**src/hdl/swd_pkg.sv**
```systemverilog
// Shared types and constants of the symmetric window derivative block.
`default_nettype none
package swd_pkg;

	localparam int SAMPLE_W   = 16;
	localparam int DERIV_W    = 21;
	localparam int IDX_W      = 16;
	localparam int STEP_W     = 4;
	localparam int HIST_DEPTH = 32;
	localparam int HIST_AW    = 5;

	localparam logic [STEP_W-1:0] DIFF_STEP_RST = 4'd7;
	localparam logic [IDX_W-1:0]  LAST_INDEX    = 16'hFFFF;

	typedef enum logic [2:0] {
		ST_IDLE,
		ST_CHECK,
		ST_SUM,
		ST_DRAIN,
		ST_LOAD,
		ST_EMIT
	} swd_state_t;

	typedef struct packed {
		logic in_ready;
		logic accept;
		logic start;
		logic issue;
		logic load;
		logic out_valid;
		logic advance;
		logic finish;
	} swd_cmd_t;

	typedef struct packed {
		logic pending;
		logic k_zero;
		logic j_done;
	} swd_status_t;

endpackage
`default_nettype wire

```
**src/hdl/swd_if.sv**
```systemverilog
// Request channel interfaces for samples in and derivative results out.
`default_nettype none
interface swd_in_if import swd_pkg::*; ();
	logic                       valid;
	logic                       ready;
	logic signed [SAMPLE_W-1:0] sample;
	logic                       last_sample;

	modport source (output valid, output sample, output last_sample, input ready);
	modport sink   (input valid, input sample, input last_sample, output ready);
endinterface

interface swd_out_if import swd_pkg::*; ();
	logic                      valid;
	logic                      ready;
	logic signed [DERIV_W-1:0] derivative;
	logic [IDX_W-1:0]          sample_index;
	logic                      last_result;

	modport source (output valid, output derivative, output sample_index,
		output last_result, input ready);
	modport sink   (input valid, input derivative, input sample_index,
		input last_result, output ready);
endinterface
`default_nettype wire

```
**src/hdl/swd_ram.sv**
```systemverilog
// Generic RAM: one write port, two read ports with registered read data.
`default_nettype none
module swd_ram #(
	parameter int WIDTH = 16,
	parameter int DEPTH = 32
) (
	input  wire logic                     clk,
	input  wire logic                     we,
	input  wire logic [$clog2(DEPTH)-1:0] waddr,
	input  wire logic [WIDTH-1:0]         wdata,
	input  wire logic [$clog2(DEPTH)-1:0] raddr_a,
	input  wire logic [$clog2(DEPTH)-1:0] raddr_b,
	output logic      [WIDTH-1:0]         rdata_a,
	output logic      [WIDTH-1:0]         rdata_b
);

	logic [WIDTH-1:0] mem_q [DEPTH];

	always_ff @(posedge clk) begin
		if (we) begin
			mem_q[waddr] <= wdata;
		end
		rdata_a <= mem_q[raddr_a];
		rdata_b <= mem_q[raddr_b];
	end

endmodule
`default_nettype wire

```
**src/hdl/swd_ctrl.sv**
```systemverilog
// Controller state machine: sequences accept, window summing and result hand-off.
`default_nettype none
module swd_ctrl import swd_pkg::*; (
	input  wire logic        clk,
	input  wire logic        arst_n,
	input  wire logic        in_valid,
	input  wire logic        out_ready,
	input  wire swd_status_t sts,
	output swd_cmd_t         cmd
);

	swd_state_t state_q;
	swd_state_t state_d;

	always_ff @(posedge clk or negedge arst_n) begin
		if (!arst_n) begin
			state_q <= ST_IDLE;
		end else begin
			state_q <= state_d;
		end
	end

	always_comb begin
		state_d = state_q;
		cmd     = '0;
		case (state_q)
			ST_IDLE: begin
				cmd.in_ready = 1'b1;
				if (in_valid) begin
					cmd.accept = 1'b1;
					state_d    = ST_CHECK;
				end
			end
			ST_CHECK: begin
				if (sts.pending) begin
					cmd.start = 1'b1;
					state_d   = sts.k_zero ? ST_LOAD : ST_SUM;
				end else begin
					cmd.finish = 1'b1;
					state_d    = ST_IDLE;
				end
			end
			ST_SUM: begin
				cmd.issue = 1'b1;
				if (sts.j_done) begin
					state_d = ST_DRAIN;
				end
			end
			ST_DRAIN: begin
				state_d = ST_LOAD;
			end
			ST_LOAD: begin
				cmd.load = 1'b1;
				state_d  = ST_EMIT;
			end
			ST_EMIT: begin
				cmd.out_valid = 1'b1;
				if (out_ready) begin
					cmd.advance = 1'b1;
					state_d     = ST_CHECK;
				end
			end
			default: begin
				state_d = ST_IDLE;
			end
		endcase
	end

endmodule
`default_nettype wire

```
**src/hdl/swd_dp.sv**
```systemverilog
// Datapath: record counters, sample history, window sums and result register.
`default_nettype none
module swd_dp import swd_pkg::*; (
	input  wire logic                       clk,
	input  wire logic                       arst_n,
	input  wire logic                       cfg_we,
	input  wire logic [STEP_W-1:0]          cfg_data,
	input  wire logic signed [SAMPLE_W-1:0] in_sample,
	input  wire logic                       in_last,
	input  wire swd_cmd_t                   cmd,
	output swd_status_t                     sts,
	output logic signed [DERIV_W-1:0]       out_derivative,
	output logic [IDX_W-1:0]                out_index,
	output logic                            out_last
);

	logic [STEP_W-1:0]         step_q;
	logic [IDX_W-1:0]          count_q;
	logic [IDX_W-1:0]          next_q;
	logic [IDX_W-1:0]          cur_q;
	logic                      last_q;
	logic [STEP_W-1:0]         k_q;
	logic [STEP_W-1:0]         j_q;
	logic                      issue_s1;
	logic signed [DERIV_W-1:0] sum_after_q;
	logic signed [DERIV_W-1:0] sum_before_q;
	logic signed [DERIV_W-1:0] deriv_q;
	logic [IDX_W-1:0]          index_q;
	logic                      rlast_q;

	logic [IDX_W-1:0]    span;
	logic [STEP_W-1:0]   kmin;
	logic [IDX_W:0]      reach;
	logic [HIST_AW-1:0]  raddr_a;
	logic [HIST_AW-1:0]  raddr_b;
	logic [SAMPLE_W-1:0] rdata_a;
	logic [SAMPLE_W-1:0] rdata_b;

	// Window half width: min of distance to record start, step and distance to end.
	always_comb begin
		span  = cur_q - next_q;
		reach = {1'b0, next_q} + {{(IDX_W + 1 - STEP_W){1'b0}}, step_q};
		kmin  = step_q;
		if (next_q < {{(IDX_W - STEP_W){1'b0}}, kmin}) begin
			kmin = next_q[STEP_W-1:0];
		end
		if (span < {{(IDX_W - STEP_W){1'b0}}, kmin}) begin
			kmin = span[STEP_W-1:0];
		end
		sts.pending = (next_q <= cur_q) && (last_q || (reach <= {1'b0, cur_q}));
		sts.k_zero  = (kmin == '0);
		sts.j_done  = (j_q == k_q);
	end

	assign raddr_a = next_q[HIST_AW-1:0] + {{(HIST_AW - STEP_W){1'b0}}, j_q};
	assign raddr_b = next_q[HIST_AW-1:0] - {{(HIST_AW - STEP_W){1'b0}}, j_q};

	swd_ram #(
		.WIDTH (SAMPLE_W),
		.DEPTH (HIST_DEPTH)
	) u_hist (
		.clk     (clk),
		.we      (cmd.accept),
		.waddr   (count_q[HIST_AW-1:0]),
		.wdata   (in_sample),
		.raddr_a (raddr_a),
		.raddr_b (raddr_b),
		.rdata_a (rdata_a),
		.rdata_b (rdata_b)
	);

	always_ff @(posedge clk or negedge arst_n) begin
		if (!arst_n) begin
			step_q   <= DIFF_STEP_RST;
			count_q  <= '0;
			next_q   <= '0;
			issue_s1 <= 1'b0;
		end else begin
			if (cfg_we) begin
				step_q <= cfg_data;
			end
			issue_s1 <= cmd.issue;
			if (cmd.advance) begin
				next_q <= next_q + 1'b1;
			end
			if (cmd.finish) begin
				if (last_q) begin
					count_q <= '0;
					next_q  <= '0;
				end else begin
					count_q <= cur_q + 1'b1;
				end
			end
		end
	end

	always_ff @(posedge clk) begin
		if (cmd.accept) begin
			cur_q  <= count_q;
			last_q <= in_last || (count_q == LAST_INDEX);
		end
		if (cmd.start) begin
			k_q          <= kmin;
			j_q          <= {{(STEP_W - 1){1'b0}}, 1'b1};
			sum_after_q  <= '0;
			sum_before_q <= '0;
		end else begin
			if (cmd.issue) begin
				j_q <= j_q + 1'b1;
			end
			if (issue_s1) begin
				sum_after_q  <= sum_after_q +
					{{(DERIV_W - SAMPLE_W){rdata_a[SAMPLE_W-1]}}, rdata_a};
				sum_before_q <= sum_before_q +
					{{(DERIV_W - SAMPLE_W){rdata_b[SAMPLE_W-1]}}, rdata_b};
			end
		end
		if (cmd.load) begin
			deriv_q <= sum_after_q - sum_before_q;
			index_q <= next_q;
			rlast_q <= last_q && (next_q == cur_q);
		end
	end

	assign out_derivative = deriv_q;
	assign out_index      = index_q;
	assign out_last       = rlast_q;

endmodule
`default_nettype wire

```
**src/hdl/symmetric_window_derivative.sv**
```systemverilog
// Top level of the symmetric boxcar difference derivative filter.
// Flow: an item that releases no result passes only through accept and check.
// Each released result then passes check, the window sums (skipped when k is 0), drain,
// load and emit, k being its window half width: the window sums are built one sample
// pair per cycle from a two-read history RAM, and the result is valid in emit.
// Reset (arst_n low, asynchronous): record counters clear, diff_step returns to 7.
`default_nettype none
module symmetric_window_derivative import swd_pkg::*; (
	input  wire logic              clk,
	input  wire logic              arst_n,
	input  wire logic              cfg_we,
	input  wire logic [STEP_W-1:0] cfg_data,
	swd_in_if.sink                 in_ch,
	swd_out_if.source              out_ch
);

	swd_cmd_t    cmd;
	swd_status_t sts;

	// Controller: takes one request at a time, then walks every index whose
	// window is complete, and hands each result off before checking the next.
	swd_ctrl u_ctrl (
		.clk       (clk),
		.arst_n    (arst_n),
		.in_valid  (in_ch.valid),
		.out_ready (out_ch.ready),
		.sts       (sts),
		.cmd       (cmd)
	);

	// Datapath: history ring indexed by the low index bits, pairwise window
	// accumulation (after and before), and the registered result.
	swd_dp u_dp (
		.clk            (clk),
		.arst_n         (arst_n),
		.cfg_we         (cfg_we),
		.cfg_data       (cfg_data),
		.in_sample      (in_ch.sample),
		.in_last        (in_ch.last_sample),
		.cmd            (cmd),
		.sts            (sts),
		.out_derivative (out_ch.derivative),
		.out_index      (out_ch.sample_index),
		.out_last       (out_ch.last_result)
	);

	// Hold ready only while idle; hold valid until the result request is taken.
	assign in_ch.ready  = cmd.in_ready;
	assign out_ch.valid = cmd.out_valid;

endmodule
`default_nettype wire

```
**src/flat_wrapper.sv**
```systemverilog
// flat-port wrapper written by rule: the top's interface ports become plain ports
module symmetric_window_derivative_flat import swd_pkg::*;
  (clk, arst_n, cfg_we, cfg_data, in_ch_valid, in_ch_sample, in_ch_last_sample, in_ch_ready, out_ch_valid, out_ch_derivative, out_ch_sample_index, out_ch_last_result, out_ch_ready);
  swd_in_if in_ch_i ();
  swd_out_if out_ch_i ();
  input  wire logic clk;
  input  wire logic arst_n;
  input  wire logic cfg_we;
  input  wire logic [STEP_W-1:0] cfg_data;
  input wire logic [$bits(in_ch_i.valid)-1:0] in_ch_valid;
  input wire logic [$bits(in_ch_i.sample)-1:0] in_ch_sample;
  input wire logic [$bits(in_ch_i.last_sample)-1:0] in_ch_last_sample;
  output wire logic [$bits(in_ch_i.ready)-1:0] in_ch_ready;
  output wire logic [$bits(out_ch_i.valid)-1:0] out_ch_valid;
  output wire logic [$bits(out_ch_i.derivative)-1:0] out_ch_derivative;
  output wire logic [$bits(out_ch_i.sample_index)-1:0] out_ch_sample_index;
  output wire logic [$bits(out_ch_i.last_result)-1:0] out_ch_last_result;
  input wire logic [$bits(out_ch_i.ready)-1:0] out_ch_ready;
  assign in_ch_i.valid = in_ch_valid;
  assign in_ch_i.sample = in_ch_sample;
  assign in_ch_i.last_sample = in_ch_last_sample;
  assign in_ch_ready = in_ch_i.ready;
  assign out_ch_valid = out_ch_i.valid;
  assign out_ch_derivative = out_ch_i.derivative;
  assign out_ch_sample_index = out_ch_i.sample_index;
  assign out_ch_last_result = out_ch_i.last_result;
  assign out_ch_i.ready = out_ch_ready;
  symmetric_window_derivative u_core (.clk(clk), .arst_n(arst_n), .cfg_we(cfg_we), .cfg_data(cfg_data), .in_ch(in_ch_i), .out_ch(out_ch_i));
endmodule
```
**config.mk**
```make
export PLATFORM = sky130hd
export DESIGN_NAME = symmetric_window_derivative_flat
export DESIGN_NICKNAME = d
export VERILOG_FILES = /design/src/hdl/swd_pkg.sv /design/src/hdl/swd_if.sv /design/src/hdl/swd_ram.sv /design/src/hdl/swd_ctrl.sv /design/src/hdl/swd_dp.sv /design/src/hdl/symmetric_window_derivative.sv /design/src/flat_wrapper.sv
export SDC_FILE = /design/constraint.sdc
export NUM_CORES = 1
export LEC_CHECK = 0
export ABC_AREA = 1
export BUFFER_PORTS_ARGS = -buffer_cell sky130_fd_sc_hd__clkbuf_2
export CAP_MARGIN = 30
export CORE_MARGIN = 1.5
export CORE_UTILIZATION = 40
export DETAILED_ROUTE_END_ITERATION = 12
export PLACE_DENSITY_LB_ADDON = 0.2
export SYNTH_ARGS = -nofsm -noshare
export SYNTH_HDL_FRONTEND = slang
export SYNTH_SLANG_ARGS = --single-unit
```
**constraint.sdc**
```tcl
create_clock -name clk -period 8.4 [get_ports clk]
set_input_delay 0.84 -clock clk [delete_from_list [all_inputs] [get_ports clk]]
set_output_delay 0.84 -clock clk [all_outputs]
set_load 0.02 [all_outputs]
```
# Yosys cells after proc, flatten, opt, wreduce, memory -nomap -nowiden
# Memories as Yosys holds them, arrays and structs flattened. A register that Yosys moved wholly into a read port is not among the register bits.
# Cells that the tools add are included.
dict set report word_totals {
  regBits 145
  input_bits 26
  ram_bits 512
  n_memories 1
  wordCells 71
}
dict set report op_classes {
  eq_ne 11
  n_addsub 10
  n_reduce_logical 7
  mux 24
  n_lt_le_gt_ge 4
}
# name words word_bits read_ports rd_clocked_by_memory_dff write_ports line_no
set mem_list {}
lappend mem_list {u_core.u_dp.u_hist.mem_q 32 16 2 2 1 swd_ram.sv:17} ;# logic [WIDTH-1:0] mem_q [DEPTH];
# operator count
set op_table {}
lappend op_table {{$mux W16} 4}
lappend op_table {{$add A21 B21 Y21} 2}
lappend op_table {{$add A16 B1 Y16 const B} 2}
lappend op_table {{$lt A16 B4 Y1} 2}
lappend op_table {{$sub A21 B21 Y21} 1}
lappend op_table {{$pmux W3 S6} 1}
lappend op_table {{$add A16 B4 Y17} 1}
lappend op_table {{$le A17 B16 Y1} 1}
lappend op_table {{$eq A16 B16 Y1} 1}
lappend op_table {{$eq A16 B16 Y1 const B} 1}
lappend op_table {{$le A16 B16 Y1} 1}
lappend op_table {{$sub A16 B16 Y16} 1}
lappend op_table {{$mux W3} 5}
lappend op_table {{$mux W1} 10}
lappend op_table {{$mux W4} 2}
lappend op_table {{$eq A3 B2 Y1 const B} 2}
lappend op_table {{$eq A3 B3 Y1 const B} 2}
lappend op_table {{$add A5 B4 Y5} 1}
lappend op_table {{$sub A5 B4 Y5} 1}
lappend op_table {{$add A4 B1 Y4 const B} 1}
lappend op_table {{$eq A4 B4 Y1} 1}
lappend op_table {{$logic_not A4 Y1} 1}
lappend op_table {{$mux W2} 2}
lappend op_table {{$ne A2 B2 Y1 const B} 2}
lappend op_table {{other kinds (6)} 8}

# Depth between registers and ports, before layout
dict set report depth {
  ltp_word 8
  mapped_depth 25
  ltp_nobuf 24
}

# Modules after synthesis
# Synthesis repeated with hierarchy kept, for this count alone.
dict set report unflattened {
  cells_unflattened 4501
  area_unflattened_um2 38106.5
}
# mod n_inst seq_area_each_um2 area_per_inst_um2 cells_each
set by_module_without_submodules {}
lappend by_module_without_submodules {swd_ram 1 16015.4 27088.5 3027}
lappend by_module_without_submodules {swd_dp 1 3622.2 10789.1 1438}
lappend by_module_without_submodules {swd_ctrl 1 75.1 229.0 36}

# Worst setup path before layout
# Ideal clock, no wire load.
dict set report synth_timing {
  path_type {input -> register}
  from {input in_ch_valid}
  to {memory u_core.u_dp.u_hist.mem_q[0][0] (enable)}
  t_required_ns 8.011
  arrival_time_ns 3.665
  path_stages 4
  path_buffers 0
  path_slack_ns 4.346
  cell_sequence {inv_1 > nor3_1 > nand3_1 > nor2_1}
}
# item line_no
set synth_rtl {}
lappend synth_rtl {{from (decl)} flat_wrapper.sv:10} ;# input wire logic [$bits(in_ch_i.valid)-1:0] in_ch_valid;
lappend synth_rtl {{to (decl)} swd_ram.sv:17}

# Final worst setup path
dict set report layout_timing {
  from {register u_core.u_dp.next_q[0]}
  to {register u_core.u_dp.u_hist.rdata_b[11], read port of u_core.u_dp.u_hist.mem_q}
}
dict set report layout_via {
  elab_chain_cells 1
}
# item line_no
set layout_lines {}
lappend layout_lines {{from (decl)} swd_dp.sv:19} ;# logic [IDX_W-1:0] next_q;
lappend layout_lines {{from (signal assigned)} swd_dp.sv:84} ;# next_q <= next_q + 1'b1;
lappend layout_lines {{$sub A5 B4 Y5} swd_dp.sv:56} ;# assign raddr_b = next_q[HIST_AW-1:0] - {{(HIST_AW - STEP_W){1'b0}}, j_q};
lappend layout_lines {{to (decl)} swd_ram.sv:14} ;# output logic [WIDTH-1:0] rdata_b
# No other way between the ends.
# A chain may end at the register's enable or synchronous reset.

==> impl_results.md <==
* Status: finished clean
* Total Routing Usage GR at 0.235
* Die height at 298 um
* Routed WL at 106 mm
* TritonCTS Buffers at 78
* Number of slew-limit violations in the final report at 0
* DRC marker count from the first detailed-route iteration at 2355
* H-tree depth reported by CTS at 3
* Number of port buffers at 65
* Relative slew slack at 0.357
* First-pass iteration count of the detailed router at 6
* Area post-placement at 36700 um2
* Worst setup path class: flop to flop
* Top-level port count at 66
* Final period demand of the worst path at 4570 ps
* Share of the yosys chip area belonging to registers at 0.566
* Most used DFF post-synth: sky130_fd_sc_hd__edfxtp_1
* Worst-skew pair later-pin latency at 660 ps
* Clock Tree Buf Depth at 3
* Sequential standard cell area at 19700 um2
* Longest individual stage delay on the worst path at 970 ps
* Post-CTS clock slew at the launch and capture registers of the worst setup and hold paths at 60 ps
* Layout Nets at 3781
* Slew at the pin closest to its max-slew limit at 953 ps
* Final setup vio count at 0
* Most used cell, CP: sky130_fd_sc_hd__inv_1
* Maximum number of pins on one net before global-route repair at 125
* Summed negative setup slack over all endpoints at 0 ps
* Cell with the largest stage delay on the worst path: sky130_fd_sc_hd__fa_4
* Cells along the critical path: inv_1 > ha_4 > inv_1 > fa_4 > inv_4 > buf_4 > nor2_1 > o311ai_1 > o311ai_0 > nand2_1
* Via count of the routed design at 26146
* HPWL after detailed placement at 70.5 mm
* Max-cap violation count at 0
* Post-detailed-route count of antenna-violating nets at 0
* Synth-to-Final Area Change at 12.9%
* Number of antenna violations at the first check in global routing at 4
* Number of inserted filler cells in the final layout at 8179
* Vias per inst at 5.38
* Root Buffer Master: sky130_fd_sc_hd__clkbuf_16
* Residual overflow from global routing at 0
* Clock tree from TritonCTS: built
* Post-synth ARST share at 0.0581
* Number of enable-type register cells in the synthesized netlist at 571
* Maximum clock rate at 219 MHz
* Initial Utilization at 0.403
* Area of the multi-input gates at 13600 um2
* Weighted congestion reported at the end of routability-driven placement at 0.897
* Total number of placement rows at 108
* Final-report hold violation count at 0
* Share of layout cells above drive strength 1 at 0.0925
* Area leader, netlist: sky130_fd_sc_hd__edfxtp_1
* Area of the placeable core at 86500 um2
* Cts repair resizes at 0
* Dominant cells by area after synthesis: sky130_fd_sc_hd__edfxtp_1 49%, sky130_fd_sc_hd__nand2_1 11%, sky130_fd_sc_hd__dfxtp_1 4.5%, sky130_fd_sc_hd__o21ai_0 4.3%, sky130_fd_sc_hd__ha_1 4.1%
* Hold Crit Class: input port to asynchronous set/reset pin
* Final worst path period share at 0.544
* Number of storage elements in the synthesis netlist at 689
* Post-Syn Area at 34900 um2
* Number of distinct library cells after synthesis at 64
* Syn_area_per_cell at 9.71 um2
* Mapped Nets at 3736
* Average detailed-routed wire length per instance at 21.8 um
* First-pass GRT wire length at 158 mm
* Post-route standard cell area excluding fillers at 39400 um2
* Setup repair bufs after CTS at 0
* Warnings, synthesis at 0
* Cts-stage hold buffer count at 0
* Overall die area at 88900 um2
* Data arrival, critical path at 5160 ps
* Setup crit end kind: flop
* Syn Inst Count at 3589
* Vias in the first global route at 24522
* Crit path max fanout at 80
* Die Width at 298 um
* RSZ-0062 raised after global routing: no
* Post-synth top area share at 0.492
* CP Data Required Time at 8990 ps
* Residual DRC at 0
* Critical path launch point type: flop
* Clock tree sinks at 689
* Skew final at 37.0 ps
==> routing by layer <==
layer | vias to the layer above | wire length (um) | global-route usage | share of wire
li1 | 12592 | - | - | -
met1 | 12456 | 47500 | 0.332 | 0.45
met2 | 931 | 47500 | 0.371 | 0.45
met3 | 163 | 8100 | 0.0427 | 0.077
met4 | 4 | 2630 | 0.0654 | 0.025
met5 | - | 37 | 0 | 0.00035
==> cells in the final DEF, fill, tap and decap left out, drive strengths merged, types with 8 or more instances in the layout <==
cell	count
nor2	234
o21ai	320
dfrtp	37
nand2	997
xor2	59
mux2i	98
ha	114
a21oi	168
a211oi	11
a21o	10
nand3	125
xnor2	17
o22ai	15
or2	8
buf	63
dfxtp	78
edfxtp	571
o311ai	37
clkinv	28
clkbuf	170
a31oi	16
nand4	29
o211ai	121
nor4	9
nor3	33
inv	274
==> Yosys cell counts, drive strengths merged, types with 2 or more instances <==
master and instances:
xor2 59, and3 2, mux2i 98, dfstp 3, nand2 997, nand4 29
o31ai 7, inv 269, xnor2 17, nand3b 7, fa 7, nor3 33
o211ai 121, o311ai 37, o22ai 15, a21boi 2, buf 52, nor4 9
o21bai 6, nor2 234, edfxtp 571, o2bb2ai 2, a21oi 168, ha 114
dfrtp 37, a31oi 16, and2 4, a21o 10, a211oi 11, or2 8
dfxtp 78, o21ai 320, clkbuf 112, nand3 125
==> metrics by stage <==
step                std cells  hold WS, ps  setup slack [ps]   util
global placement         4688          456              3940  0.421
CTS                      4853          256              3940  0.455
floorplan                3589          420              4350      -
global route             4854          296              3700  0.455
detailed placement       4708          462              3940  0.425
finish                   4857          257              3830  0.455
==> cells by family after synthesis <==
kind of cell / synth area share
buffers and inverters: 0.0498
adder cells (fa/ha/maj): 0.0449
XOR/XNOR: 0.0193
AND/OR/NAND/NOR: 0.170
multiplexers: 0.0281
AO/OA/AOI/OAI: 0.122
flip-flops: 0.566
==> sequential cells by signal, summed over array words and instances, names as in the netlist <==
| signal | cells |
|---|---|
| u_core.u_dp.next_q | 16 |
| u_core.u_dp.last_q | 1 |
| u_core.u_dp.out_index | 16 |
| u_core.u_dp.issue_s1 | 1 |
| u_core.u_dp.k_q | 4 |
| u_core.u_dp.u_hist.rdata_a | 16 |
| u_core.u_dp.u_hist.mem_q | 512 |
| u_core.u_dp.count_q | 16 |
| u_core.u_dp.j_q | 4 |
| u_core.u_dp.step_q | 4 |
| u_core.u_dp.out_last | 1 |
| u_core.u_ctrl.state_q | 3 |
| u_core.u_dp.u_hist.rdata_b | 16 |
| u_core.u_dp.sum_after_q | 21 |
| u_core.u_dp.sum_before_q | 21 |
| u_core.u_dp.cur_q | 16 |
| u_core.u_dp.out_derivative | 21 |
==> worst paths after layout <==
check	from	end	slack, ps	depth (start not counted)
worst max-delay path	u_core.u_dp.next_q[0]$_DFF_PN0_	u_core.u_dp.u_hist.rdata_b[11]$_DFF_P_	3830	10
worst min-delay path	arst_n	u_core.u_dp.count_q[11]$_DFFE_PN0N_	260	2
worst max register to register	u_core.u_dp.next_q[0]$_DFF_PN0_	u_core.u_dp.u_hist.rdata_b[11]$_DFF_P_	3830	10
worst min register to register	u_core.u_dp.count_q[7]$_DFFE_PN0N_	u_core.u_dp.cur_q[7]$_DFFE_PP_	480	0
max in group asynchronous	arst_n	u_core.u_dp.next_q[9]$_DFF_PN0_	7700	2
min in group clk	cfg_data[3]	u_core.u_dp.step_q[3]$_DFFE_PN0P_	440	3
==> final cells by class <==
cell class                 instances  share of cell area
tap                             1155              0.0367
antenna                            3            0.000191
timing repair buffer             129              0.0256
clock buffer                     105              0.0534
sequential                       689               0.501
inverter                         270              0.0261
multi-input combinational       2466               0.345
clock inverter                    40              0.0123
==> worst max-delay path: cells and delay by family (launching register included) <==
family / cells / cell delay [ps]
DFF: 1 / 460
adders and majority gates: 2 / 1120
and+or+nand+nor: 2 / 260
buffers and inverters: 4 / 1710
AOI/OAI and AO/OA: 2 / 880
Power is left out: the tool's default activity adds up to more than one toggle a clock period on the data nets, which glitch-free logic cannot reach.
